`config.mk`:
```
export PLATFORM = sky130hd
export DESIGN_NAME = vtbb_back
export DESIGN_NICKNAME = d
export VERILOG_FILES = /design/src/vtbb_pkg.sv /design/src/vtbb_back.sv
export SDC_FILE = /design/constraint.sdc
export NUM_CORES = 2
export LEC_CHECK = 0
export BUFFER_PORTS_ARGS = -buffer_cell sky130_fd_sc_hd__buf_2
export CAP_MARGIN = 20
export CORE_MARGIN = 1
export CORE_UTILIZATION = 30
export CTS_BUF_LIST = sky130_fd_sc_hd__clkbuf_16
export DETAILED_ROUTE_END_ITERATION = 6
export GPL_ROUTABILITY_DRIVEN = 1
export GPL_TIMING_DRIVEN = 0
export HOLD_SLACK_MARGIN = 0.08
export PLACE_DENSITY_LB_ADDON = 0.08
export SKIP_CTS_REPAIR_TIMING = 1
export SLEW_MARGIN = 20
export SYNTH_ARGS = -nofsm -noshare
export SYNTH_HDL_FRONTEND = slang
export SYNTH_SLANG_ARGS = --single-unit
```
`constraint.sdc`:
```
create_clock -name clk -period 11.6 [get_ports clk]
set_input_delay 0.58 -clock clk [delete_from_list [all_inputs] [get_ports clk]]
set_output_delay 0.58 -clock clk [all_outputs]
set_load 0.05 [all_outputs]
```
`src/vtbb_pkg.sv`:
```
// vtbb_pkg: shared widths, types, register indexes and the rotation micro-op table
// used by every module of vertex_transform_bounding_box; no dependencies
`timescale 1ns / 1ps
package vtbb_pkg;

  localparam int COORD_BITS = 32;
  localparam int FRAC_BITS  = 16;
  localparam int TRIG_BITS  = 18;
  localparam int TRIG_FRAC  = 16;
  localparam int CS_BITS    = 2 * TRIG_BITS;

  localparam int CW   = COORD_BITS;
  localparam int PW   = 2 * CW + 1;
  localparam int SH_W = $clog2(FRAC_BITS > TRIG_FRAC ? FRAC_BITS + 1 : TRIG_FRAC + 1);

  // configuration port
  localparam int CFG_DW   = 64;
  localparam int NUM_REGS = 7;
  localparam int CFG_IW   = $clog2(NUM_REGS);
  localparam int CFG_AW   = CFG_IW + 3;

  localparam logic [CFG_IW-1:0] REG_SCALE = CFG_IW'(0);
  localparam logic [CFG_IW-1:0] REG_PITCH = CFG_IW'(1);
  localparam logic [CFG_IW-1:0] REG_YAW   = CFG_IW'(2);
  localparam logic [CFG_IW-1:0] REG_ROLL  = CFG_IW'(3);
  localparam logic [CFG_IW-1:0] REG_OFF_X = CFG_IW'(4);
  localparam logic [CFG_IW-1:0] REG_OFF_Y = CFG_IW'(5);
  localparam logic [CFG_IW-1:0] REG_OFF_Z = CFG_IW'(6);

  localparam logic [CW-1:0]      SCALE_RST = CW'(1) << FRAC_BITS;
  localparam logic [CS_BITS-1:0] TRIG_RST  = CS_BITS'(64'h1_0000_0000);

  localparam logic [CW-1:0] CMAX = {1'b0, {(CW-1){1'b1}}};
  localparam logic [CW-1:0] CMIN = {1'b1, {(CW-1){1'b0}}};

  // axis codes
  localparam logic [1:0] AX_X = 2'd0;
  localparam logic [1:0] AX_Y = 2'd1;
  localparam logic [1:0] AX_Z = 2'd2;

  // angle codes
  localparam logic [1:0] ANG_PITCH = 2'd0;
  localparam logic [1:0] ANG_YAW   = 2'd1;
  localparam logic [1:0] ANG_ROLL  = 2'd2;

  // second operand
  localparam logic [1:0] BS_SCALE = 2'd0;
  localparam logic [1:0] BS_COS   = 2'd1;
  localparam logic [1:0] BS_SIN   = 2'd2;

  // micro-op actions
  localparam logic [2:0] ACT_SET  = 3'd0;
  localparam logic [2:0] ACT_LOAD = 3'd1;
  localparam logic [2:0] ACT_TSUB = 3'd2;
  localparam logic [2:0] ACT_TADD = 3'd3;
  localparam logic [2:0] ACT_FSUB = 3'd4;
  localparam logic [2:0] ACT_FADD = 3'd5;

  localparam int NUM_OPS = 15;
  localparam int STEP_W  = $clog2(NUM_OPS);

  typedef struct packed {
    logic [CW-1:0]                scale;
    logic [2:0][CS_BITS-1:0]      trig;
    logic [2:0][CW-1:0]           offset;
  } cfg_t;

  typedef struct packed {
    logic [CW-1:0] x;
    logic [CW-1:0] y;
    logic [CW-1:0] z;
    logic          last;
  } vert_t;

  typedef struct packed {
    logic          kind;
    logic [CW-1:0] x;
    logic [CW-1:0] y;
    logic [CW-1:0] z;
    logic [CW-1:0] diag;
    logic          last;
  } res_t;

  typedef struct packed {
    logic [1:0] asel;
    logic [1:0] bsel;
    logic [1:0] ang;
    logic [2:0] act;
    logic [1:0] dst;
    logic [1:0] dst_t;
  } op_t;

  function automatic op_t mk(input logic [1:0] asel, input logic [1:0] bsel,
                             input logic [1:0] ang, input logic [2:0] act,
                             input logic [1:0] dst, input logic [1:0] dst_t);
    op_t o;
    o.asel  = asel;
    o.bsel  = bsel;
    o.ang   = ang;
    o.act   = act;
    o.dst   = dst;
    o.dst_t = dst_t;
    return o;
  endfunction

  // scale, then pitch, yaw and roll, two products folded into each new coordinate
  function automatic op_t op_of(input logic [STEP_W-1:0] step);
    op_t o;
    unique case (step)
      STEP_W'(0):  o = mk(AX_X, BS_SCALE, ANG_PITCH, ACT_SET,  AX_X, AX_X);
      STEP_W'(1):  o = mk(AX_Y, BS_SCALE, ANG_PITCH, ACT_SET,  AX_Y, AX_Y);
      STEP_W'(2):  o = mk(AX_Z, BS_SCALE, ANG_PITCH, ACT_SET,  AX_Z, AX_Z);
      STEP_W'(3):  o = mk(AX_Y, BS_COS,   ANG_PITCH, ACT_LOAD, AX_Y, AX_Y);
      STEP_W'(4):  o = mk(AX_Z, BS_SIN,   ANG_PITCH, ACT_TSUB, AX_Y, AX_Y);
      STEP_W'(5):  o = mk(AX_Y, BS_SIN,   ANG_PITCH, ACT_LOAD, AX_Z, AX_Z);
      STEP_W'(6):  o = mk(AX_Z, BS_COS,   ANG_PITCH, ACT_FADD, AX_Z, AX_Y);
      STEP_W'(7):  o = mk(AX_X, BS_COS,   ANG_YAW,   ACT_LOAD, AX_X, AX_X);
      STEP_W'(8):  o = mk(AX_Z, BS_SIN,   ANG_YAW,   ACT_TADD, AX_X, AX_X);
      STEP_W'(9):  o = mk(AX_Z, BS_COS,   ANG_YAW,   ACT_LOAD, AX_Z, AX_Z);
      STEP_W'(10): o = mk(AX_X, BS_SIN,   ANG_YAW,   ACT_FSUB, AX_Z, AX_X);
      STEP_W'(11): o = mk(AX_X, BS_COS,   ANG_ROLL,  ACT_LOAD, AX_X, AX_X);
      STEP_W'(12): o = mk(AX_Y, BS_SIN,   ANG_ROLL,  ACT_TSUB, AX_X, AX_X);
      STEP_W'(13): o = mk(AX_X, BS_SIN,   ANG_ROLL,  ACT_LOAD, AX_Y, AX_Y);
      default:     o = mk(AX_Y, BS_COS,   ANG_ROLL,  ACT_FADD, AX_Y, AX_X);
    endcase
    return o;
  endfunction

  // clamp a one-bit-wider sum to the coordinate range
  function automatic logic [CW-1:0] sat_sum(input logic [CW:0] s);
    if (s[CW] != s[CW-1]) return s[CW] ? CMIN : CMAX;
    return s[CW-1:0];
  endfunction

endpackage

```
`src/vtbb_back.sv`:
```
// vtbb_back: result register, running box, centre and bit-serial diagonal root
// depends on vtbb_pkg
`timescale 1ns / 1ps
module vtbb_back
  import vtbb_pkg::*;
(
  input  logic  clk,
  input  logic  rst_n,
  input  logic  q_empty,
  input  vert_t q_data,
  output logic  q_pop,
  output logic  out_valid,
  input  logic  out_stall,
  output res_t  out_res
);

  localparam int RW    = 2 * CW + 2;
  localparam int REM_W = CW + 4;
  localparam int CNT_W = $clog2(CW + 2);

  localparam logic [2:0] B_IDLE = 3'd0;
  localparam logic [2:0] B_VERT = 3'd1;
  localparam logic [2:0] B_SQ   = 3'd2;
  localparam logic [2:0] B_ROOT = 3'd3;
  localparam logic [2:0] B_FIN  = 3'd4;
  localparam logic [2:0] B_SUM  = 3'd5;

  logic [2:0]       st_r;
  logic             first_r, last_r;
  logic [CW-1:0]    mx_r [3];
  logic [CW-1:0]    mn_r [3];
  logic [CW-1:0]    d_r [3];
  logic [CW-1:0]    v [3];
  logic [CW:0]      dsum [3];
  logic [CW:0]      csum [3];
  logic [2*CW-1:0]  prod_r;
  logic [RW-1:0]    acc_r, rad_r;
  logic [REM_W-1:0] rem_r, rem_sh, trial;
  logic [CW:0]      root_r;
  logic [CNT_W-1:0] cnt_r;
  res_t             res_r;

  assign out_valid = (st_r == B_VERT) || (st_r == B_SUM);
  assign out_res   = res_r;
  assign q_pop     = (st_r == B_IDLE) && !q_empty;

  always_comb begin
    v[0] = q_data.x;
    v[1] = q_data.y;
    v[2] = q_data.z;
    for (int k = 0; k < 3; k++) begin
      dsum[k] = {mx_r[k][CW-1], mx_r[k]} - {mn_r[k][CW-1], mn_r[k]};
      csum[k] = {mx_r[k][CW-1], mx_r[k]} + {mn_r[k][CW-1], mn_r[k]};
    end
    rem_sh = {rem_r[REM_W-3:0], rad_r[RW-1:RW-2]};
    trial  = {1'b0, root_r, 2'b01};
  end

  always_ff @(posedge clk) begin
    if (!rst_n) begin
      st_r    <= B_IDLE;
      first_r <= 1'b1;
      for (int k = 0; k < 3; k++) begin
        mx_r[k] <= '0;
        mn_r[k] <= '0;
      end
    end else begin
      unique case (st_r)
        B_IDLE: begin
          if (!q_empty) begin
            for (int k = 0; k < 3; k++) begin
              if (first_r || $signed(v[k]) > $signed(mx_r[k])) mx_r[k] <= v[k];
              if (first_r || $signed(v[k]) < $signed(mn_r[k])) mn_r[k] <= v[k];
            end
            first_r <= 1'b0;
            last_r  <= q_data.last;
            res_r   <= '{kind: 1'b0, x: q_data.x, y: q_data.y, z: q_data.z,
                         diag: '0, last: 1'b0};
            st_r    <= B_VERT;
          end
        end
        B_VERT: begin
          if (!out_stall) begin
            if (last_r) begin
              for (int k = 0; k < 3; k++) d_r[k] <= dsum[k][CW-1:0];
              acc_r <= '0;
              cnt_r <= '0;
              st_r  <= B_SQ;
            end else begin
              st_r <= B_IDLE;
            end
          end
        end
        B_SQ: begin
          // squares go through a product register and are accumulated from it
          if (cnt_r != CNT_W'(3)) prod_r <= d_r[cnt_r[1:0]] * d_r[cnt_r[1:0]];
          if (cnt_r != '0) acc_r <= acc_r + RW'(prod_r);
          if (cnt_r == CNT_W'(3)) begin
            rad_r  <= acc_r + RW'(prod_r);
            rem_r  <= '0;
            root_r <= '0;
            cnt_r  <= '0;
            st_r   <= B_ROOT;
          end else begin
            cnt_r <= cnt_r + 1'b1;
          end
        end
        B_ROOT: begin
          // one root bit per cycle, restoring form
          if (rem_sh >= trial) begin
            rem_r  <= rem_sh - trial;
            root_r <= {root_r[CW-1:0], 1'b1};
          end else begin
            rem_r  <= rem_sh;
            root_r <= {root_r[CW-1:0], 1'b0};
          end
          rad_r <= rad_r << 2;
          if (cnt_r == CNT_W'(CW)) st_r <= B_FIN;
          else                     cnt_r <= cnt_r + 1'b1;
        end
        B_FIN: begin
          res_r <= '{kind: 1'b1, x: csum[0][CW:1], y: csum[1][CW:1], z: csum[2][CW:1],
                     diag: root_r[CW] ? {CW{1'b1}} : root_r[CW-1:0], last: 1'b1};
          st_r  <= B_SUM;
        end
        B_SUM: begin
          if (!out_stall) begin
            for (int k = 0; k < 3; k++) begin
              mx_r[k] <= '0;
              mn_r[k] <= '0;
            end
            first_r <= 1'b1;
            st_r    <= B_IDLE;
          end
        end
        default: st_r <= B_IDLE;
      endcase
    end
  end

endmodule

```
# Word level (Yosys, flattened, before mapping)
# Memories as Yosys holds them, arrays and structs flattened. A register that Yosys moved wholly into a read port is not among the register bits.
# Cells that the tools add are included.
# Widths: inputs -> output; s select.
dict set report totals {
  mem_count 3
  romBits 0
  latch_bits 0
  ram_bits 288
  inputBits 101
  register_bits 404
  output_inout_bits 132
  elab_cells 171
}
# name depth word_bits read_ports rd_clocked_by_memory_dff wr line_no
set mem_list {}
lappend mem_list {d_r 3 32 1 1 3 vtbb_back.sv:32} ;# logic [CW-1:0] d_r [3];
lappend mem_list {mn_r 3 32 3 0 3 vtbb_back.sv:31} ;# logic [CW-1:0] mn_r [3];
lappend mem_list {mx_r 3 32 3 0 3 vtbb_back.sv:30} ;# logic [CW-1:0] mx_r [3];
dict set report classes {
  eq_ne 16
  addsub 9
  n_shift 0
  reduce_logical 24
  magnitude_cmp 7
  n_mul 1
  div_mod_pow 0
  n_bitwise 13
  n_mux 83
}
# operator count
set ops {}
lappend ops {{$mux 32} 13}
lappend ops {{$mux 66} 4}
lappend ops {{$pmux 66 s2} 2}
lappend ops {{$pmux 130 s2} 1}
lappend ops {{$mux 130} 1}
lappend ops {{$add 32x32->33} 3}
lappend ops {{$gt 32x32->1} 3}
lappend ops {{$lt 32x32->1} 3}
lappend ops {{$sub 32x32->32} 3}
lappend ops {{$mux 34} 2}
lappend ops {{$pmux 34 s2} 1}
lappend ops {{$add 66x64->66} 1}
lappend ops {{$pmux 33 s2} 1}
lappend ops {{$mul 32x32->64} 1}
lappend ops {{$mux 1} 43}
lappend ops {{$ge 36x35->1} 1}
lappend ops {{$sub 34x34->34} 1}
lappend ops {{$mux 33} 1}
lappend ops {{$mux 6} 4}
lappend ops {{$pmux 3 s6} 1}
lappend ops {{$pmux 6 s3} 1}
lappend ops {{$ne 2x2->1 const B} 8}
lappend ops {{$mux 3} 5}
lappend ops {{$reduce_and 3->1} 5}
lappend ops {{19 further kinds} 44}

# Longest topological paths before layout
# An unclocked memory read counts as a cell.
dict set report logic_depth {
  word_depth 10
  ltp_mapped 34
}

# Least setup slack after synthesis
# Ideal clock, no wire load.
dict set report synth_path {
  path_type {reg2reg}
  from {register cnt_r[3]}
  to {register rad_r[0], enable pin}
  path_stages_with_launch 4
  setup_ns 0.822
  arrival_time_ns 10.593
  setup_slack_ns 0.185
  cell_sequence {edfxtp_1 nor3_1 nand3b_1 a211oi_1}
}
dict set report synth_between {
  elab_chain_cells 3
}
# item line_no
set synth_lines {}
lappend synth_lines {{start: declaration} vtbb_back.sv:40} ;# logic [CNT_W-1:0] cnt_r;
lappend synth_lines {{start signal: assignment} vtbb_back.sv:105} ;# cnt_r <= cnt_r + 1'b1;
lappend synth_lines {{start signal: assignment} vtbb_back.sv:119} ;# else cnt_r <= cnt_r + 1'b1;
lappend synth_lines {{$eq 6x2->1} vtbb_back.sv:98} ;# if (cnt_r == CNT_W'(3)) begin
lappend synth_lines {{$ne 2x2->1 (no source line)} --}
lappend synth_lines {{$reduce_and 3->1 (no source line)} --}
lappend synth_lines {{end signal: assignment} vtbb_back.sv:99} ;# rad_r <= acc_r + RW'(prod_r);
lappend synth_lines {{end signal: assignment} vtbb_back.sv:117} ;# rad_r <= rad_r << 2;
lappend synth_lines {{end: declaration} vtbb_back.sv:37} ;# logic [RW-1:0] acc_r, rad_r;
# Every way passes these cells.
# A chain may end at the register's enable or synchronous reset.

==> results by group <==
Die
  • Die H: 500 um
  • Core Box Area: 246000 um^2
  • Die W: 500 um
  • Initial Util: 30.2%
  • I/O pin cnt: 233
  • Die Footprint: 250000 um^2
  • FP Rows: 182

Timing
  • Final worst-path cycle share: 96.2%
  • Final number of max-transition violations: 0
  • Worst Skew: 0.0460 ns
  • Slack of the critical path: 0.438 ns
  • Post-route minimum period: 11.16 ns
  • Fin. Hold Viols: 0
  • Final setup violation count: 0
  • Unrepaired setup endpoints after global routing: no
  • Achievable frequency: 0.0896 GHz
  • Slew @ Worst Pin: 1.28 ns
  • Slew margin rel.: 14.7%

Routing
  • Wire length per cell: 23.3 um
  • Post-route DRC: 2
  • Post-DRT Antenna Nets: 0
  • First-pass iteration count of the detailed router: 7
  • Vias post-DR: 55800
  • Vias/cell: 4.86
  • Drt total wl: 267000 um
  • Iter 0 DRT Violations: 3817

Critical path
  • Worst Path Max Fanout: 10
  • Crit-path most repeated cell: fa_1
  • Reg2reg end: prod_r[63]
  • Setup Crit Path Kind: register to register
  • Crit end category: register
  • R2r setup slk: 0.44 ns
  • Worst endpoint required time: 12.05 ns
  • Worst-case reg-to-reg path depth: 30
  • Worst Setup Start Kind: register
  • Largest stage delay, worst path: 0.94 ns
  • Critical path buffers and inverters: 8
  • Arrival @ worst endpoint: 11.61 ns
  • CP delay by family, top: adder cells
  • Slowest cell on crit path: clkbuf_1

Synthesis
  • Count of different cell masters after synthesis: 99
  • Seq/Total Area, Yosys: 27.8%
  • Largest cells by area after synthesis: edfxtp_1, fa_1, ha_1
  • FF+latch count, synth: 692
  • Syn nets: 9380
  • Synth area leader: edfxtp_1
  • Synth top area share: 27.7%
  • Synthesized area: 74400 um^2
  • Post-Syn Instances: 7716
  • Asr flop ratio synth: 0%
  • EDFF count, synth: 686
  • Main synth FF type: edfxtp_1
  • YS warnings: 0
  • Average cell area after synthesis: 9.65 um^2

Status
  • Failing checks: DRC
  • Outcome: finished, violations left

CTS
  • Sinks on Clock Net: 692
  • CTS tree: done
  • Clock Pin Slew Worst Setup and Hold Paths: 0.06 ns
  • Clock root buffer master: clkbuf_16
  • H-Tree Level Count: 3
  • CTS Buf Count: 90
  • CTS Buffer Depth: 3
  • Clock Latency Late Sink: 0.75 ns

GRT
  • Vias in the first global route: 58900
  • Initial antenna violation count: 14
  • First-pass GRT wire length: 394000 um
  • Pin count of the biggest net entering global routing: 46
  • GR Util All Layers: 21.3%
  • Total gr overflow: 0

Min path
  • Worst hold start: q_data[65]
  • Hold path endpoint: out_res[97]
  • Hold path depth: 3
  • Hold Path Class: input pin to register

Cells and area
  • Final Cell Area: 84000 um^2
  • Total Nets Final: 9748
  • Share of cells above drive strength 1: 7.72%
  • Synthesis-to-finish area growth: 12.8%

Placement
  • Placed Area: 80800 um^2
  • RePlAce Congestion: 0.929
  • DP HPWL: 219000 um
  • Pre-CTS setup slack: -0.151 ns
  • Number of port buffers: 232

Run
  • Max cap viols: 0
## layout by cell type (no fill, tap or decap), drive strengths merged, types with 16 or more instances in the layout
| cell | Yosys | layout |
|---|---|---|
| a211oi | 46 | 46 |
| a21o | 200 | 200 |
| a21oi | 498 | 498 |
| a31oi | 45 | 45 |
| and2 | 110 | 110 |
| and3 | 38 | 38 |
| buf | 62 | 337 |
| clkbuf | 246 | 335 |
| clkinv | 7 | 43 |
| edfxtp | 686 | 686 |
| fa | 796 | 796 |
| ha | 767 | 767 |
| inv | 1333 | 1350 |
| mux2i | 60 | 60 |
| nand2 | 682 | 682 |
| nand2b | 46 | 46 |
| nand3 | 57 | 57 |
| nand4 | 81 | 81 |
| nor2 | 668 | 668 |
| nor2b | 63 | 63 |
| nor3 | 72 | 72 |
| nor4 | 17 | 17 |
| o211ai | 21 | 21 |
| o21a | 67 | 67 |
| o21ai | 321 | 321 |
| o21bai | 74 | 74 |
| o22ai | 18 | 18 |
| o31ai | 32 | 32 |
| or2 | 16 | 16 |
| or3 | 26 | 26 |
| xnor2 | 247 | 247 |
| xor2 | 100 | 100 |
## flip-flops by register name (all words and copies together), names as in the netlist, named ones only
register and cells:
rad_r 66, first_r 1, root_r 33, acc_r 66, st_r 3, d_r 96
prod_r 63, rem_r 34, cnt_r 6, mn_r 96, last_r 1, mx_r 96
out_res 129
## worst max path at each step
stage	endpoint	depth (start not counted)	from	slack [ns]
2_1_floorplan	rad_r[0]	3	cnt_r[3]	0.19
3_3_place_gp	root_r[22]	3	rst_n	-6.65
6_report	prod_r[63]	30	register	0.44
5_1_grt	prod_r[62]	29	register	0.04
4_1_cts	prod_r[62]	32	register	-0.19
3_5_place_dp	prod_r[62]	32	register	-0.15
## cell type report
cell class                      instances  area (um^2)
Clock inverter                         78          853
Sequential cell                       692        20700
Inverter                             1340         5040
Tap cell                             3312         4140
Clock buffer                           90         2250
Antenna cell                            7         17.5
Timing Repair Buffer                  278         2030
Fill cell                           25800       162000
Multi-Input combinational cell       5376        47500
Buffer                                306         1390
## routing by layer
layer | up-vias | global-route usage, % | routed length (um)
met2 | 1264 | 34.9 | 123000
met1 | 27900 | 29.6 | 125000
met3 | 275 | 2.75 | 12100
met4 | 0 | 5.55 | 6810
met5 | - | 0 | 0
li1 | 26300 | - | -
## worst min-delay path, delay by kind of cell
kind                   cells  cell delay [ns]
buffers and inverters      1             0.10
AO/OA/AOI/OAI              1             0.06
AND/OR/NAND/NOR            1             0.04
## kinds of logic (layout without fill, tap and decap cells)
logic type	after synthesis	in the layout	synth area share (%)
compound gates	1480	1480	12.8
xor+xnor	347	347	4.08
fa+ha+maj	1563	1563	34.3
buf+inv	1648	2092	8.57
flops	692	692	27.8
mux	62	62	0.837
other cells	0	7	0
simple gates	1924	1924	11.6
## cells in the mapped netlist, types with 10 or more instances
cell	number
inv_1	1332
fa_1	796
ha_1	767
edfxtp_1	686
nand2_1	681
nor2_1	668
a21oi_1	458
o21ai_0	284
xnor2_1	247
clkbuf_1	245
a21o_1	200
and2_1	110
xor2_1	100
nand4_1	81
o21bai_1	74
nor3_1	72
o21a_1	66
nor2b_1	63
mux2i_1	60
nand3_1	57
nand2b_1	46
a31oi_1	43
a21oi_2	40
and3_1	37
a211oi_1	36
o21ai_1	35
o31ai_1	27
buf_2	26
or3_1	25
o211ai_1	21
buf_1	18
o22ai_1	18
nor4_1	16
or2_2	16
and4_1	12
o221ai_1	11
o31a_1	11
a21boi_0	10
a221oi_1	10
a41oi_1	10
buf_6	10
## per-stage QoR
step	utilization, %	hold WS, ns	std cells	setup TNS [ns]
after floorplan	-	0.495	7716	0
after global placement	32.4	0.512	11300	-1432.84
after detailed placement	32.8	0.515	11300	-0.443
after CTS	34.1	-0.0191	11500	-0.587
after global routing	34.1	0.162	11500	0
final	34.1	0.173	11500	0
Power is left out: the tool's default activity adds up to more than one toggle a clock period on the data nets, which glitch-free logic cannot reach.
