File: config.mk
export PLATFORM = sky130hd
export DESIGN_NAME = vtbb_front
export DESIGN_NICKNAME = d
export VERILOG_FILES = /design/src/vtbb_pkg.sv /design/src/vtbb_front.sv
export SDC_FILE = /design/constraint.sdc
export NUM_CORES = 2
export LEC_CHECK = 0
export BUFFER_PORTS_ARGS = -buffer_cell sky130_fd_sc_hd__buf_2
export CORE_AREA = 2 2 292 294
export CTS_CLUSTER_SIZE = 30
export DETAILED_ROUTE_END_ITERATION = 8
export DIE_AREA = 0 0 294 296
export PLACE_DENSITY = 0.91
export SETUP_SLACK_MARGIN = 0.05
export SYNTH_ARGS = -nofsm -noshare
export SYNTH_HDL_FRONTEND = slang
export SYNTH_SLANG_ARGS = --single-unit
File: constraint.sdc
create_clock -name clk -period 17.6 [get_ports clk]
set_input_delay 0.88 -clock clk [delete_from_list [all_inputs] [get_ports clk]]
set_output_delay 0.88 -clock clk [all_outputs]
set_load 0.05 [all_outputs]
File: src/vtbb_pkg.sv
// vtbb_pkg: shared widths, types, register indexes and the rotation micro-op table
// used by every module of vertex_transform_bounding_box; no dependencies
`timescale 1ns / 1ps
package vtbb_pkg;

  localparam int COORD_BITS = 32;
  localparam int FRAC_BITS  = 16;
  localparam int TRIG_BITS  = 18;
  localparam int TRIG_FRAC  = 16;
  localparam int CS_BITS    = 2 * TRIG_BITS;

  localparam int CW   = COORD_BITS;
  localparam int PW   = 2 * CW + 1;
  localparam int SH_W = $clog2(FRAC_BITS > TRIG_FRAC ? FRAC_BITS + 1 : TRIG_FRAC + 1);

  // configuration port
  localparam int CFG_DW   = 64;
  localparam int NUM_REGS = 7;
  localparam int CFG_IW   = $clog2(NUM_REGS);
  localparam int CFG_AW   = CFG_IW + 3;

  localparam logic [CFG_IW-1:0] REG_SCALE = CFG_IW'(0);
  localparam logic [CFG_IW-1:0] REG_PITCH = CFG_IW'(1);
  localparam logic [CFG_IW-1:0] REG_YAW   = CFG_IW'(2);
  localparam logic [CFG_IW-1:0] REG_ROLL  = CFG_IW'(3);
  localparam logic [CFG_IW-1:0] REG_OFF_X = CFG_IW'(4);
  localparam logic [CFG_IW-1:0] REG_OFF_Y = CFG_IW'(5);
  localparam logic [CFG_IW-1:0] REG_OFF_Z = CFG_IW'(6);

  localparam logic [CW-1:0]      SCALE_RST = CW'(1) << FRAC_BITS;
  localparam logic [CS_BITS-1:0] TRIG_RST  = CS_BITS'(64'h1_0000_0000);

  localparam logic [CW-1:0] CMAX = {1'b0, {(CW-1){1'b1}}};
  localparam logic [CW-1:0] CMIN = {1'b1, {(CW-1){1'b0}}};

  // axis codes
  localparam logic [1:0] AX_X = 2'd0;
  localparam logic [1:0] AX_Y = 2'd1;
  localparam logic [1:0] AX_Z = 2'd2;

  // angle codes
  localparam logic [1:0] ANG_PITCH = 2'd0;
  localparam logic [1:0] ANG_YAW   = 2'd1;
  localparam logic [1:0] ANG_ROLL  = 2'd2;

  // second operand
  localparam logic [1:0] BS_SCALE = 2'd0;
  localparam logic [1:0] BS_COS   = 2'd1;
  localparam logic [1:0] BS_SIN   = 2'd2;

  // micro-op actions
  localparam logic [2:0] ACT_SET  = 3'd0;
  localparam logic [2:0] ACT_LOAD = 3'd1;
  localparam logic [2:0] ACT_TSUB = 3'd2;
  localparam logic [2:0] ACT_TADD = 3'd3;
  localparam logic [2:0] ACT_FSUB = 3'd4;
  localparam logic [2:0] ACT_FADD = 3'd5;

  localparam int NUM_OPS = 15;
  localparam int STEP_W  = $clog2(NUM_OPS);

  typedef struct packed {
    logic [CW-1:0]                scale;
    logic [2:0][CS_BITS-1:0]      trig;
    logic [2:0][CW-1:0]           offset;
  } cfg_t;

  typedef struct packed {
    logic [CW-1:0] x;
    logic [CW-1:0] y;
    logic [CW-1:0] z;
    logic          last;
  } vert_t;

  typedef struct packed {
    logic          kind;
    logic [CW-1:0] x;
    logic [CW-1:0] y;
    logic [CW-1:0] z;
    logic [CW-1:0] diag;
    logic          last;
  } res_t;

  typedef struct packed {
    logic [1:0] asel;
    logic [1:0] bsel;
    logic [1:0] ang;
    logic [2:0] act;
    logic [1:0] dst;
    logic [1:0] dst_t;
  } op_t;

  function automatic op_t mk(input logic [1:0] asel, input logic [1:0] bsel,
                             input logic [1:0] ang, input logic [2:0] act,
                             input logic [1:0] dst, input logic [1:0] dst_t);
    op_t o;
    o.asel  = asel;
    o.bsel  = bsel;
    o.ang   = ang;
    o.act   = act;
    o.dst   = dst;
    o.dst_t = dst_t;
    return o;
  endfunction

  // scale, then pitch, yaw and roll, two products folded into each new coordinate
  function automatic op_t op_of(input logic [STEP_W-1:0] step);
    op_t o;
    unique case (step)
      STEP_W'(0):  o = mk(AX_X, BS_SCALE, ANG_PITCH, ACT_SET,  AX_X, AX_X);
      STEP_W'(1):  o = mk(AX_Y, BS_SCALE, ANG_PITCH, ACT_SET,  AX_Y, AX_Y);
      STEP_W'(2):  o = mk(AX_Z, BS_SCALE, ANG_PITCH, ACT_SET,  AX_Z, AX_Z);
      STEP_W'(3):  o = mk(AX_Y, BS_COS,   ANG_PITCH, ACT_LOAD, AX_Y, AX_Y);
      STEP_W'(4):  o = mk(AX_Z, BS_SIN,   ANG_PITCH, ACT_TSUB, AX_Y, AX_Y);
      STEP_W'(5):  o = mk(AX_Y, BS_SIN,   ANG_PITCH, ACT_LOAD, AX_Z, AX_Z);
      STEP_W'(6):  o = mk(AX_Z, BS_COS,   ANG_PITCH, ACT_FADD, AX_Z, AX_Y);
      STEP_W'(7):  o = mk(AX_X, BS_COS,   ANG_YAW,   ACT_LOAD, AX_X, AX_X);
      STEP_W'(8):  o = mk(AX_Z, BS_SIN,   ANG_YAW,   ACT_TADD, AX_X, AX_X);
      STEP_W'(9):  o = mk(AX_Z, BS_COS,   ANG_YAW,   ACT_LOAD, AX_Z, AX_Z);
      STEP_W'(10): o = mk(AX_X, BS_SIN,   ANG_YAW,   ACT_FSUB, AX_Z, AX_X);
      STEP_W'(11): o = mk(AX_X, BS_COS,   ANG_ROLL,  ACT_LOAD, AX_X, AX_X);
      STEP_W'(12): o = mk(AX_Y, BS_SIN,   ANG_ROLL,  ACT_TSUB, AX_X, AX_X);
      STEP_W'(13): o = mk(AX_X, BS_SIN,   ANG_ROLL,  ACT_LOAD, AX_Y, AX_Y);
      default:     o = mk(AX_Y, BS_COS,   ANG_ROLL,  ACT_FADD, AX_Y, AX_X);
    endcase
    return o;
  endfunction

  // clamp a one-bit-wider sum to the coordinate range
  function automatic logic [CW-1:0] sat_sum(input logic [CW:0] s);
    if (s[CW] != s[CW-1]) return s[CW] ? CMIN : CMAX;
    return s[CW-1:0];
  endfunction

endpackage

File: src/vtbb_front.sv
// vtbb_front: takes vertex transfers and runs scale, rotation and translation
// on one shared multiplier for scale and rotation, then translation; depends on vtbb_pkg
`timescale 1ns / 1ps
module vtbb_front
  import vtbb_pkg::*;
(
  input  logic  clk,
  input  logic  rst_n,
  input  cfg_t  cfg,
  input  logic  in_valid,
  output logic  in_stall,
  input  vert_t in_vert,
  output logic  push_valid,
  output vert_t push_data,
  input  logic  push_full
);

  localparam logic [1:0] F_IDLE  = 2'd0;
  localparam logic [1:0] F_RUN   = 2'd1;
  localparam logic [1:0] F_XLATE = 2'd2;
  localparam logic [1:0] F_PUSH  = 2'd3;

  logic [1:0]              st_r, st_nxt;
  logic [STEP_W-1:0]       step_r, step_nxt;
  logic                    phase_r, phase_nxt;
  logic [CW-1:0]           crd_r [3];
  logic [CW-1:0]           crd_nxt [3];
  logic [CW-1:0]           acc_r, acc_nxt;
  logic [CW-1:0]           t_r, t_nxt;
  logic                    last_r, last_nxt;
  logic signed [PW-1:0]    p_r, p_nxt;

  op_t                     op;
  logic signed [CW-1:0]    a_op;
  logic signed [CW:0]      b_op;
  logic [TRIG_BITS-1:0]    trig_f;
  logic [SH_W-1:0]         shamt;
  logic signed [PW-1:0]    sh;
  logic [CW-1:0]           ps;
  logic [CW-1:0]           r_add, r_sub;

  assign in_stall   = (st_r != F_IDLE);
  assign push_valid = (st_r == F_PUSH);
  assign push_data  = '{x: crd_r[0], y: crd_r[1], z: crd_r[2], last: last_r};

  always_comb begin
    op     = op_of(step_r);
    a_op   = $signed(crd_r[op.asel]);
    trig_f = (op.bsel == BS_COS) ? cfg.trig[op.ang][CS_BITS-1:TRIG_BITS]
                                 : cfg.trig[op.ang][TRIG_BITS-1:0];
    if (op.bsel == BS_SCALE) begin
      b_op  = $signed({1'b0, cfg.scale});
      shamt = SH_W'(FRAC_BITS);
    end else begin
      b_op  = (CW+1)'($signed(trig_f));
      shamt = SH_W'(TRIG_FRAC);
    end
    p_nxt = a_op * b_op;
    // floor shift of the registered product, then clamp
    sh = p_r >>> shamt;
    if ((&sh[PW-1:CW-1]) || !(|sh[PW-1:CW-1])) ps = sh[CW-1:0];
    else                                         ps = sh[PW-1] ? CMIN : CMAX;
    r_add = sat_sum({acc_r[CW-1], acc_r} + {ps[CW-1], ps});
    r_sub = sat_sum({acc_r[CW-1], acc_r} - {ps[CW-1], ps});
  end

  always_comb begin
    st_nxt    = st_r;
    step_nxt  = step_r;
    phase_nxt = phase_r;
    crd_nxt   = crd_r;
    acc_nxt   = acc_r;
    t_nxt     = t_r;
    last_nxt  = last_r;
    unique case (st_r)
      F_IDLE: begin
        if (in_valid) begin
          crd_nxt[0] = in_vert.x;
          crd_nxt[1] = in_vert.y;
          crd_nxt[2] = in_vert.z;
          last_nxt   = in_vert.last;
          step_nxt   = '0;
          phase_nxt  = 1'b0;
          st_nxt     = F_RUN;
        end
      end
      F_RUN: begin
        phase_nxt = ~phase_r;
        if (phase_r) begin
          unique case (op.act)
            ACT_SET:  crd_nxt[op.dst] = ps;
            ACT_LOAD: acc_nxt = ps;
            ACT_TSUB: t_nxt = r_sub;
            ACT_TADD: t_nxt = r_add;
            ACT_FSUB: begin
              crd_nxt[op.dst]   = r_sub;
              crd_nxt[op.dst_t] = t_r;
            end
            ACT_FADD: begin
              crd_nxt[op.dst]   = r_add;
              crd_nxt[op.dst_t] = t_r;
            end
            default: ;
          endcase
          if (step_r == STEP_W'(NUM_OPS - 1)) st_nxt = F_XLATE;
          else                                 step_nxt = step_r + 1'b1;
        end
      end
      F_XLATE: begin
        for (int k = 0; k < 3; k++) begin
          crd_nxt[k] = sat_sum({crd_r[k][CW-1], crd_r[k]} +
                               {cfg.offset[k][CW-1], cfg.offset[k]});
        end
        st_nxt = F_PUSH;
      end
      F_PUSH: begin
        if (!push_full) st_nxt = F_IDLE;
      end
      default: st_nxt = F_IDLE;
    endcase
  end

  always_ff @(posedge clk) begin
    if (!rst_n) begin
      st_r    <= F_IDLE;
      phase_r <= 1'b0;
      step_r  <= '0;
    end else begin
      st_r    <= st_nxt;
      phase_r <= phase_nxt;
      step_r  <= step_nxt;
    end
    crd_r  <= crd_nxt;
    acc_r  <= acc_nxt;
    t_r    <= t_nxt;
    last_r <= last_nxt;
    p_r    <= p_nxt;
  end

endmodule

# Yosys cells after proc, flatten, opt, wreduce, memory -nomap -nowiden
# Memories as Yosys holds them, arrays and structs flattened. A register that Yosys moved wholly into a read port is not among the register bits.
# Index checks and enable logic that the tools add are counted.
dict set report totals {
  reg_bits 233
  out_inout_bits 99
  romBits 208
  input_bits 337
  memories 1
}
# memory words word_bits rd rd_clocked_by_memory_dff write_ports line
set mem_list {}
lappend mem_list {{(name not given)} 16 13 1 1 0 vtbb_pkg.sv:109} ;# unique case (step)
dict set report op_classes {
  n_mux 59
  n_lt_le_gt_ge 6
  add_sub_neg 6
  eq_ne 21
  n_bitwise 4
  n_reduce_logical 20
  n_mul 1
}
# operator count
set ops {}
lappend ops {{32-bit 2-to-1 mux} 21}
lappend ops {{96-bit one-hot mux with 3 select lines} 2}
lappend ops {{96-bit bitwise mux} 5}
lappend ops {{96-bit 2-to-1 mux} 2}
lappend ops {{32-bit by 32-bit adder with 33-bit output} 4}
lappend ops {{32-bit demux with 2-bit select} 2}
lappend ops {{36-bit binary-select mux with 2-bit select} 1}
lappend ops {{32-bit by 33-bit multiplier with 65-bit output} 1}
lappend ops {{32-bit binary-select mux with 2-bit select} 1}
lappend ops {{32-bit one-hot mux with 2 select lines} 1}
lappend ops {{36-bit 2-to-1 mux} 1}
lappend ops {{33-bit 2-to-1 mux} 1}
lappend ops {{32-bit by 32-bit subtractor with 33-bit output} 1}
lappend ops {{4-bit 2-to-1 mux} 5}
lappend ops {{18-bit 2-to-1 mux} 1}
lappend ops {{18-bit AND reduction} 1}
lappend ops {{18-bit OR reduction} 1}
lappend ops {{4-bit AND reduction} 3}
lappend ops {{2-bit != test, second input constant} 5}
lappend ops {{3-bit greater-or-equal comparator, second input constant} 3}
lappend ops {{1-bit 2-to-1 mux} 9}
lappend ops {{2-bit inverter with 3-bit output} 3}
lappend ops {{2-bit 2-to-1 mux} 4}
lappend ops {{2-bit one-hot mux with 4 select lines} 1}
lappend ops {{other kinds (23)} 38}

# Longest topological paths before layout
dict set report logic_depth {
  word_depth 13
  depth_mapped 39
}

# Worst setup path after synthesis
# Ideal clock, no wire load.
dict set report synth_timing {
  path_type {reg-to-reg}
  start {register op[8] (netlist name)}
  end {register p_r[64]}
  t_arrival_ns 9.396
  stages_incl_launch_ff 37
  setup_slack_ns 8.083
  synth_period_minus_slack_ns 9.517
  setup_ns 0.121
  required_ns 17.479
  path_cell_list {dfxtp_1 -> buf_4 -> buf_1 -> mux2i_1 -> o22ai_1 -> and2_1 -> a211oi_1 -> clkbuf_1 -> nor2_1 -> fa_1 -> fa_1 -> fa_1 -> inv_1 -> fa_1 -> inv_1 -> fa_1 -> inv_1 -> fa_1 -> inv_1 -> fa_1 -> inv_1 -> fa_1 -> inv_1 -> ha_1 -> and4_1 -> o21ai_0 -> a211o_1 -> nor4_1 -> o21ai_0 -> a2111oi_1 -> o21a_1 -> o211ai_1 -> a21oi_1 -> o21ai_0 -> o21ai_1 -> a21oi_1 -> xnor2_1}
}
dict set report synth_between {
  elab_chain_cells 5
}
# item line
set synth_rtl {}
lappend synth_rtl {{36-bit binary-select mux with 2-bit select} {vtbb_front.sv:49, vtbb_front.sv:50}}
lappend synth_rtl {{36-bit 2-to-1 mux (implied by the code)} vtbb_front.sv:50} ;# : cfg.trig[op.ang][TRIG_BITS-1:0];
lappend synth_rtl {{18-bit 2-to-1 mux} vtbb_front.sv:49} ;# trig_f = (op.bsel == BS_COS) ? cfg.trig[op.ang][CS_BITS-1:TRIG_BITS]
lappend synth_rtl {{33-bit 2-to-1 mux} vtbb_front.sv:51} ;# if (op.bsel == BS_SCALE) begin
lappend synth_rtl {{32-bit by 33-bit multiplier with 65-bit output} vtbb_front.sv:58} ;# p_nxt = a_op * b_op;
lappend synth_rtl {{named net p_nxt[64]} vtbb_front.sv:31} ;# logic signed [PW-1:0] p_r, p_nxt;
lappend synth_rtl {{to (signal assigned)} vtbb_front.sv:137} ;# p_r <= p_nxt;
lappend synth_rtl {{to (decl)} vtbb_front.sv:31}
# The timed path passes the listed nets, and every way through them passes these cells. The select of a mux whose other input is x is not followed.
# A chain may end at the register's enable or synchronous reset.

# Worst setup path after layout
dict set report layout_timing {
  start {register op[10] (netlist name)}
  end {register p_r[64]}
}
dict set report layout_between {
  elab_chain_cells 4
}
# item line
set layout_rtl {}
lappend layout_rtl {{2-bit by 1-bit equality test with 1-bit output} vtbb_front.sv:49}
lappend layout_rtl {{18-bit 2-to-1 mux} vtbb_front.sv:49}
lappend layout_rtl {{33-bit 2-to-1 mux (*)} vtbb_front.sv:51}
lappend layout_rtl {{32-bit by 33-bit multiplier with 65-bit output (*)} vtbb_front.sv:58}
lappend layout_rtl {{named net p_nxt[64]} vtbb_front.sv:31}
# Mark *: on every way through the listed nets, which the timed path passes. The rest lies on a longest branch.

==> qor.csv <==
stage,metric,value,unit
outcome,result of the run,"finished, violations left",
outcome,violations in the final reports,"DRC, capacitance limit, slew limit",
cts,CTS resizes,0,
cts,hold buffer count at CTS,0,
sta,final hold vios,0,
cts,CTS buffer count,30,
cts,Max Root-Sink Buffers,3,
critical_path,"Req. time, crit path",18.08,ns
cts,CTS tree,built,
detailed_routing,DR DRC count,87,
final_layout,most frequent cells in the layout,"1143 x inv_1, 1116 x fa_1, 791 x nand2_1",
place,Final Wtd Congestion,1.21,
place,Buffers on Ports,435,
final_layout,"commonest non-fill, non-tap cell in the layout",inv_1,
sta,Min Hold Slack,0.457,ns
global_routing,initial antenna violation count,37,
detailed_routing,DR pass1 iterations,9,
detailed_routing,DR vias,56100,
sta,Clock Skew,0.0302,ns
synthesis,syn_area_per_cell,8.63,um^2
final_layout,FILL cells,5856,
global_routing,vias in the first global route,57700,
synthesis,Cells after Synth,6665,
critical_path,critical path type,flip-flop to flip-flop,
place,HPWL Detailed,192000,um
cts,H-tree levels,1,
sta,Slew @ Worst Pin,1.54,ns
synthesis,"EDFF count, synth",161,
synthesis,Post-Syn Area,57500,um^2
synthesis,adder-cell area share of the yosys netlist,46.8,%
synthesis,largest family of logic cells by synthesized area,adder cells,
floorplanning,Cell Rows,107,
synthesis,post-synthesis compound-gate area fraction,14.0,%
cts,postcts setup bufs,0,
critical_path,"slowest stage delay, CP",1.36,ns
floorplanning,Initial Utilization,68.3,%
floorplanning,Ports,436,
cts,TritonCTS Sinks,230,
synthesis,Synth Warn #,0,
cts,root buf cell,clkbuf_16,
final_layout,multi-input logic area,46000,um^2
synthesis,post-synthesis mux area share,1.53,%
sta,fmax,0.0804,GHz
global_routing,first-pass GRT wire length,356000,um
global_routing,total congestion overflow,0,
critical_path,CP dominant cell by count,fa_1,
floorplanning,die height,296,um
critical_path,startpoint types,flip-flop,
detailed_routing,routed length per instance,30.5,um
place,Placement Cell Area,61100,um^2
synthesis,Post-Synth XOR/XNOR Area,2.94,%
synthesis,Mapped Nets,8482,
critical_path,crit-path max FO,24,
synthesis,Netlist cell types,81,
sta,max-slew violation count,13,
synthesis,Async SR Flop Fraction,0,%
detailed_routing,routed vias/inst,6.94,
cts,Worst-path clk slew,0.07,ns
floorplanning,die area,87000,um^2
floorplanning,core area,84200,um^2
final_layout,Finished Cell Area,62300,um^2
sta,max_slew headroom,-3.78,%
synthesis,post-synthesis simple-gate area fraction,14.3,%
hold_path,Worst Hold Class,input pin to flip-flop,
sta,Final setup viols,0,
cts,clk_lat worst skew,0.62,ns
sta,"Min Clock Period, post-route",12.44,ns
detailed_routing,Routed WL,247000,um
final_layout,nets,8758,
critical_path,Slowest cell on crit path,a2111oi_1,
floorplanning,DIE WIDTH,294,um
critical_path,Setup crit end kind,flip-flop,
detailed_routing,Routed Antenna Nets,0,
final_layout,area grow syn2layout,8.29,%
sta,RSZ-0062 raised after global routing,no,
global_routing,Total GRT Usage,56.7,%
global_routing,largest net degree at the start of global routing,66,
flow_run,number of max-cap violations,3,
synthesis,sequential area share after synthesis,10.8,%
final_layout,register area,6220,um^2
sta,setup TNS,0,ns
detailed_routing,starting DRC count in detailed routing,8597,
final_layout,share of layout cells above drive strength 1,10.5,%
synthesis,Main synth FF type,edfxtp_1,
sta,"Period Utilization, post-route",70.7,%
synthesis,synthesis-stage register bit count,230,
critical_path,"Arr. time, crit path",12.91,ns
## synth_stat cells (23+ instances only)
cell | count | area, um^2
a211o_1 | 26 | 228
a211oi_1 | 45 | 338
a21o_1 | 134 | 1010
a21oi_1 | 331 | 1660
a221oi_1 | 45 | 394
a222oi_1 | 26 | 260
a31oi_1 | 30 | 188
and2_1 | 45 | 282
clkbuf_1 | 308 | 1160
dfxtp_1 | 69 | 1380
edfxtp_1 | 161 | 4830
fa_1 | 1116 | 22300
ha_1 | 364 | 4550
inv_1 | 1144 | 4290
mux2i_1 | 69 | 691
nand2_1 | 791 | 2970
nand2b_1 | 43 | 269
nand3_1 | 78 | 390
nand4_1 | 26 | 163
nor2_1 | 781 | 2930
nor2b_1 | 54 | 338
nor3_1 | 55 | 275
o21a_1 | 34 | 255
o21ai_0 | 282 | 1410
o21bai_1 | 39 | 293
o22ai_1 | 37 | 231
or3_1 | 23 | 144
xnor2_1 | 131 | 1150
xor2_1 | 62 | 543
## cells by family after synthesis
group                      count (synthesis)
and+or+nand+nor                         1960
xor gates and xnor gates                 193
adders and majority gates               1480
AOI/OAI and AO/OA                       1243
buffers and inverters                   1477
DFF                                      230
muxes                                     82
## worst paths after layout
path / start / end / slack [ns] / cells past startpoint
setup / recovery: op[10] / p_r[64] / 5.16 / 30
hold / removal: in_vert[0] / last_r / 0.46 / 1
setup reg to reg: op[10] / p_r[64] / 5.16 / 30
hold reg to reg: st_r[0] / st_r[0] / 0.63 / 1
## through the flow
stage	cells	setup slack [ns]	util, %
finish	8079	5.16	73.9
detailed placement	7999	5.92	72.6
CTS	8055	5.85	73.9
floorplan	6665	8.08	-
global route	8064	4.97	73.9
global placement	7999	6.32	72.6
## flip-flops by register name, summed over array words and instances (netlist names)
name / flops
push_data: 96
phase_r: 1
p_r: 49
last_r: 1
st_r: 2
acc_r: 32
step_r: 4
t_r: 32
op: 13
## per-layer routing
| layer | vias to the layer above | track usage (%) | share of wire, % |
|---|---|---|---|
| li1 | 21900 | - | - |
| met1 | 26900 | 67.7 | 32 |
| met2 | 5396 | 78.3 | 40 |
| met3 | 1849 | 29.2 | 18 |
| met4 | 34 | 41.0 | 9.5 |
| met5 | - | 3.94 | 0.18 |
## critical path: cells and delay by family (launching register included)
kind / cells / cell delay, ns
XOR/XNOR: 1 / 0.13
buffers and inverters: 6 / 0.70
flip-flops: 1 / 0.99
AO/OA/AOI/OAI: 8 / 3.61
multiplexers: 1 / 0.38
AND/OR/NAND/NOR: 5 / 2.06
adder cells (fa/ha/maj): 9 / 4.37
## area by class of cell
cell class	instances	share of cell area (%)
antenna	24	0.0965
clock buffer	39	1.51
clock inverter	17	0.181
inverter	1145	6.90
multi-input combinational	4958	73.9
sequential	230	9.99
tap	1090	2.19
timing repair buffer	576	5.20
Power is left out: the tool's default activity adds up to more than one toggle a clock period on the data nets, which glitch-free logic cannot reach.
